[src/sv/knn_pkg.sv]
package knn_pkg;

  localparam int MAX_ENTRIES  = 64;
  localparam int DIM          = 16;
  localparam int MAX_TOP_K    = 16;
  localparam int ELEMENT_BITS = 16;

  localparam int IDX_W  = $clog2(MAX_ENTRIES);
  localparam int DIM_W  = (DIM > 1) ? $clog2(DIM) : 1;
  localparam int POS_W  = $clog2(DIM + 2);
  localparam int CNT_W  = $clog2(MAX_ENTRIES + 1);
  localparam int K_W    = $clog2(MAX_TOP_K + 1);
  localparam int DIST_W = 38;
  localparam int SUM_W  = DIST_W + 1;
  localparam int SQ_W   = 2 * (ELEMENT_BITS + 1);

  localparam logic [2:0] OP_ADD    = 3'd0;
  localparam logic [2:0] OP_REMOVE = 3'd1;
  localparam logic [2:0] OP_SEARCH = 3'd2;
  localparam logic [2:0] OP_GET    = 3'd3;
  localparam logic [2:0] OP_CLEAR  = 3'd4;

  localparam logic [2:0] ST_OK       = 3'd0;
  localparam logic [2:0] ST_DIM      = 3'd1;
  localparam logic [2:0] ST_FULL     = 3'd2;
  localparam logic [2:0] ST_NOTFOUND = 3'd3;
  localparam logic [2:0] ST_EMPTY    = 3'd4;

  typedef logic [DIM-1:0][ELEMENT_BITS-1:0] vec_t;

  // Broadcast from the controller to every cell.
  typedef struct packed {
    logic [31:0]             key;
    logic [ELEMENT_BITS-1:0] elem;
    logic [DIM_W-1:0]        pos;
    logic                    srch;
    logic                    commit;
    logic                    remove;
    logic                    clear;
    logic [IDX_W-1:0]        slot;
    logic                    take;
    logic [IDX_W-1:0]        take_slot;
    logic                    clr_taken;
    logic [DIM_W-1:0]        gj;
    vec_t                    stage;
  } cmd_t;

  // Running minimum handed from cell to cell.
  typedef struct packed {
    logic              go;
    logic              found;
    logic [DIST_W-1:0] sq_dist;
    logic [31:0]       key;
    logic [IDX_W-1:0]  idx;
  } link_t;

endpackage

[src/sv/knn_cell.sv]
module knn_cell import knn_pkg::*; (
  input  logic                    clk,
  input  logic                    rst,
  input  logic [IDX_W-1:0]        idx,
  input  cmd_t                    cmd,
  input  link_t                   lin,
  output link_t                   lout,
  output logic                    hit,
  output logic                    del,
  output logic [ELEMENT_BITS-1:0] rd_elem
);

  logic [31:0]       key;
  logic              used;
  logic              deleted;
  logic              taken;
  vec_t              vec;
  logic [DIST_W-1:0] pdist;

  logic signed [ELEMENT_BITS:0] diff;
  logic [SQ_W-1:0]              sq;
  logic [DIST_W-1:0]            base;
  logic [SUM_W-1:0]             sum;
  logic [DIST_W-1:0]            pdist_next;
  logic                         mine;
  logic                         ok;

  assign hit     = used && (key == cmd.key);
  assign del     = deleted;
  assign rd_elem = vec[cmd.gj];
  assign mine    = (cmd.slot == idx);
  assign ok      = used && !deleted && !taken;

  always_comb begin
    diff = $signed({cmd.elem[ELEMENT_BITS-1], cmd.elem})
         - $signed({vec[cmd.pos][ELEMENT_BITS-1], vec[cmd.pos]});
    sq   = SQ_W'(diff * diff);
    base = (cmd.pos == '0) ? '0 : pdist;
    sum  = {1'b0, base} + SUM_W'(sq);
    pdist_next = sum[DIST_W] ? '1 : sum[DIST_W-1:0];
  end

  always_ff @(posedge clk) begin
    if (rst) begin
      used    <= 1'b0;
      deleted <= 1'b0;
      taken   <= 1'b0;
    end else begin
      if (cmd.clear) begin
        used    <= 1'b0;
        deleted <= 1'b0;
      end else if (cmd.commit && mine) begin
        used    <= 1'b1;
        deleted <= 1'b0;
      end else if (cmd.remove && mine) begin
        deleted <= 1'b1;
      end
      if (cmd.clr_taken) taken <= 1'b0;
      else if (cmd.take && cmd.take_slot == idx) taken <= 1'b1;
    end
  end

  always_ff @(posedge clk) begin
    if (cmd.commit && mine) begin
      key <= cmd.key;
      vec <= cmd.stage;
    end
    if (cmd.srch) pdist <= pdist_next;
  end

  // Keep the smaller distance; on a tie the lower slot, seen first, stays.
  always_ff @(posedge clk) begin
    if (rst) begin
      lout.go <= 1'b0;
    end else begin
      lout.go <= lin.go;
    end
    if (ok && (!lin.found || pdist < lin.sq_dist)) begin
      lout.found   <= 1'b1;
      lout.sq_dist <= pdist;
      lout.key     <= key;
      lout.idx     <= idx;
    end else begin
      lout.found   <= lin.found;
      lout.sq_dist <= lin.sq_dist;
      lout.key     <= lin.key;
      lout.idx     <= lin.idx;
    end
  end

endmodule

[config.mk]
export PLATFORM = sky130hd
export DESIGN_NAME = knn_cell
export DESIGN_NICKNAME = d
export VERILOG_FILES = /design/src/sv/knn_pkg.sv /design/src/sv/knn_cell.sv
export SDC_FILE = /design/constraint.sdc
export NUM_CORES = 1
export LEC_CHECK = 0
export BUFFER_PORTS_ARGS = -buffer_cell sky130_fd_sc_hd__buf_2
export CAP_MARGIN = 20
export CORE_ASPECT_RATIO = 1.25
export CORE_MARGIN = 3
export CORE_UTILIZATION = 37
export DETAILED_ROUTE_END_ITERATION = 8
export MAX_ROUTING_LAYER = met4
export PLACE_DENSITY = 0.6
export SLEW_MARGIN = 20
export SYNTH_ARGS = -nofsm -noshare
export SYNTH_HDL_FRONTEND = slang
export SYNTH_SLANG_ARGS = --single-unit
export TNS_END_PERCENT = 5
[constraint.sdc]
create_clock -name clk -period 24.1 [get_ports clk]
set_input_delay 2.41 -clock clk [delete_from_list [all_inputs] [get_ports clk]]
set_output_delay 2.41 -clock clk [all_outputs]
set_load 0.01 [all_outputs]
==> impl_metrics.tcl <==
set metrics [dict create \
    ys.flop_type "edfxtp_1" \
    io_pins 512 \
    grt_pass1_wl_um 126200 \
    fillCellCount 7635 \
    hold_path_depth 2 \
    overflow 0 \
    htreeDepth 2 \
    wl_per_cell_um 20.42 \
    setup_ws_ns 9.584 \
    setup_viol 0 \
    final.period_utilization_pct 60.23 \
    cp.required_ns 24.41 \
    die_h_um 325.3 \
    max_stage_delay_ns 0.65 \
    hold_violations 0 \
    syn2layout_area_growth_pct 17.27 \
    fin_area_mm2 0.03539 \
    synth_edf_count 326 \
    max_cap_viol_count 0 \
    initial_core_util_pct 37.53 \
    critical_path_class "input port to flip-flop" \
    cts_buffers 42 \
    dieArea_mm2 0.08504 \
    layout_min_cycle_time_ns 14.52 \
    cp_max_fo 43 \
    r2r_start "vec[178]$_DFFE_PP_" \
    gp_congestion 0.9096 \
    post_cts_buffers 0 \
    critPathMostFrequentCell "fa_1" \
    postSynth.asyncResetShare_pct 0 \
    slew_violations 0 \
    layout-drive-gt1-share_pct 29.58 \
    first_global_vias 21990 \
    min_path_type "flip-flop to flip-flop" \
    core-area_mm2 0.08041 \
    synth_top_area_share_pct 32.44 \
    synth_area_leader_cell "edfxtp_1" \
    hold_path.startpoint "taken$_SDFFE_PP0P_" \
    clk_latency_ns 0.60 \
    die_w_um 261.4 \
    slowest_stage "buf_4" \
    antenna_found_initial 40 \
    grtUsageTotal_pct 20.15 \
    postCtsHoldBufs 0 \
    rsz0062_at_grt "no" \
    slew_headroom_pct 21.39 \
    via_per_inst 4.986 \
    synth_warnings 0 \
    synth_seq_area_share_pct 37.82 \
    dp_cells 3884 \
    hold_end "taken$_SDFFE_PP0P_" \
    cts_tree "built" \
    outcome "finished, final reports clean" \
    first_pass_iters 6 \
    synth_area_leaders "edfxtp_1 32%, fa_1 18%, mux4_2 12%" \
    path_clk_slew_ns 0.07 \
    dp_worst_setup_slack_ns 8.952 \
    reg2regPathDepth 43 \
    cts.repair.resized 0 \
    timing.rr.end "pdist[4]$_SDFFCE_PP1P_" \
    avgSynthCellArea_um2 12.71 \
    root_buffer "clkbuf_16" \
    yosysUniqueCellTypes 79 \
    regToRegSetupSlack_ns 12.08 \
    grt_max_degree 175 \
    vias 19950 \
    finalSetupTns_ns 0 \
    post-route-drc-count 0 \
    dpl_cell_area_mm2 0.03384 \
    wl_um 81730 \
    max_freq_mhz 68.89 \
    synth_cells 2375 \
    clock_path_buffers 3 \
    nNetsFinal 3726 \
    syn_area_mm2 0.03018 \
    arrival_ns 14.82 \
    num_rows 116 \
    synth_nets 3234 \
    start_kind "input port" \
    ys_ff_latch 407 \
    end_kind "flip-flop" \
    io_buffers 511 \
    cts_sinks 407 \
    ant_nets 0 \
    hpwl_um 65570 \
    skew_ns 0.02717 \
    stdcell_count 4002 \
    tightest_slew_ns 1.179 \
    drt_iter0_drc 1257 \
]
## critical path, delay by kind of cell
family | cells | cell delay [ns]
xor+xnor | 1 | 0.12
fa+ha+maj | 10 | 4.32
mux | 2 | 0.55
compound gates | 13 | 3.14
simple gates | 11 | 1.77
buf+inv | 9 | 2.40
## synth_stat cells (all sizes together) (3+ instances only)
master  instances
nand3          17
nor2          138
a21o           48
nor3           15
edfxtp        326
nand2         146
and3            4
o31ai           5
o21bai         14
xnor2          91
nor4            8
a21oi          72
mux2i           4
clkbuf         43
a31oi           5
or3             4
nand2b         12
mux2           75
or2             3
a21boi          5
nand4          26
mux4          160
ha            172
nor2b          48
dfxtp          81
xor2           36
o211ai          7
o21a           11
o21ai          39
o311ai          4
inv           391
nor3b           3
fa            271
and2            3
a211oi         16
a31o            3
a41oi           4
buf            40
## how the worst max path moves through the flow
| stage | startpoint | end | slack, ns | cells after the start |
|---|---|---|---|---|
| floorplan | cmd[278] | pdist[37]$_SDFFCE_PP1P_ | 10.71 | 47 |
| global placement | cmd[278] | pdist[4]$_SDFFCE_PP1P_ | 9.08 | 46 |
| detailed placement | cmd[278] | pdist[4]$_SDFFCE_PP1P_ | 8.95 | 46 |
| CTS | cmd[278] | pdist[4]$_SDFFCE_PP1P_ | 9.55 | 46 |
| global route | cmd[278] | pdist[4]$_SDFFCE_PP1P_ | 8.39 | 45 |
| finish | cmd[278] | pdist[4]$_SDFFCE_PP1P_ | 9.58 | 46 |
## placed cells by master, fill, tap and decap left out, types with 69 or more instances in the layout
cell / n
mux4_2: 160
inv_1: 387
fa_1: 271
edfxtp_1: 326
buf_2: 509
nor2_1: 137
a21oi_1: 69
nand2_1: 145
xnor2_1: 89
dfxtp_1: 81
mux2_2: 73
ha_1: 172
## layout make-up
cell class | instances | area (um^2) | share of cell area, %
multi-input combinational | 1493 | 16900 | 47.76
sequential | 407 | 11410 | 32.25
timing repair buffer | 531 | 2745 | 7.758
inverter | 392 | 1476 | 4.172
tap | 1062 | 1329 | 3.755
clock buffer | 58 | 1172 | 3.313
clock inverter | 20 | 252.7 | 0.7143
antenna | 39 | 97.59 | 0.2758
## layer usage
metal | GRT usage [%] | part of all wire, % | vias to the layer above
li1 | - | - | 9297
met5 | - | 0 | -
met1 | 22.02 | 36 | 9969
met3 | 4.368 | 6.0 | 122
met4 | 7.246 | 3.1 | 0
met2 | 35.84 | 54 | 564
## through the flow
stage,utilization (%),hold WS [ns]
finish,44.01,0.4989
floorplan,-,0.4669
CTS,43.85,0.5008
detailed placement,42.08,0.4903
global placement,42.08,0.4773
global route,44.00,0.5197
## cells by family after synthesis
logic type / synth area share [%]
buffers and inverters: 6.232
multiplexers: 14.87
AND/OR/NAND/NOR: 6.697
AO/OA/AOI/OAI: 5.536
flip-flops: 37.82
adder cells (fa/ha/maj): 25.11
XOR/XNOR: 3.736
## sequential cells by signal (all words and copies together), names as in the netlist
register / flops
used: 1
del: 1
taken: 1
pdist: 38
lout: 78
key: 32
vec: 256
Power is not shown: default switching activity piles up to over one toggle a cycle in this logic, so the estimate is an artifact.
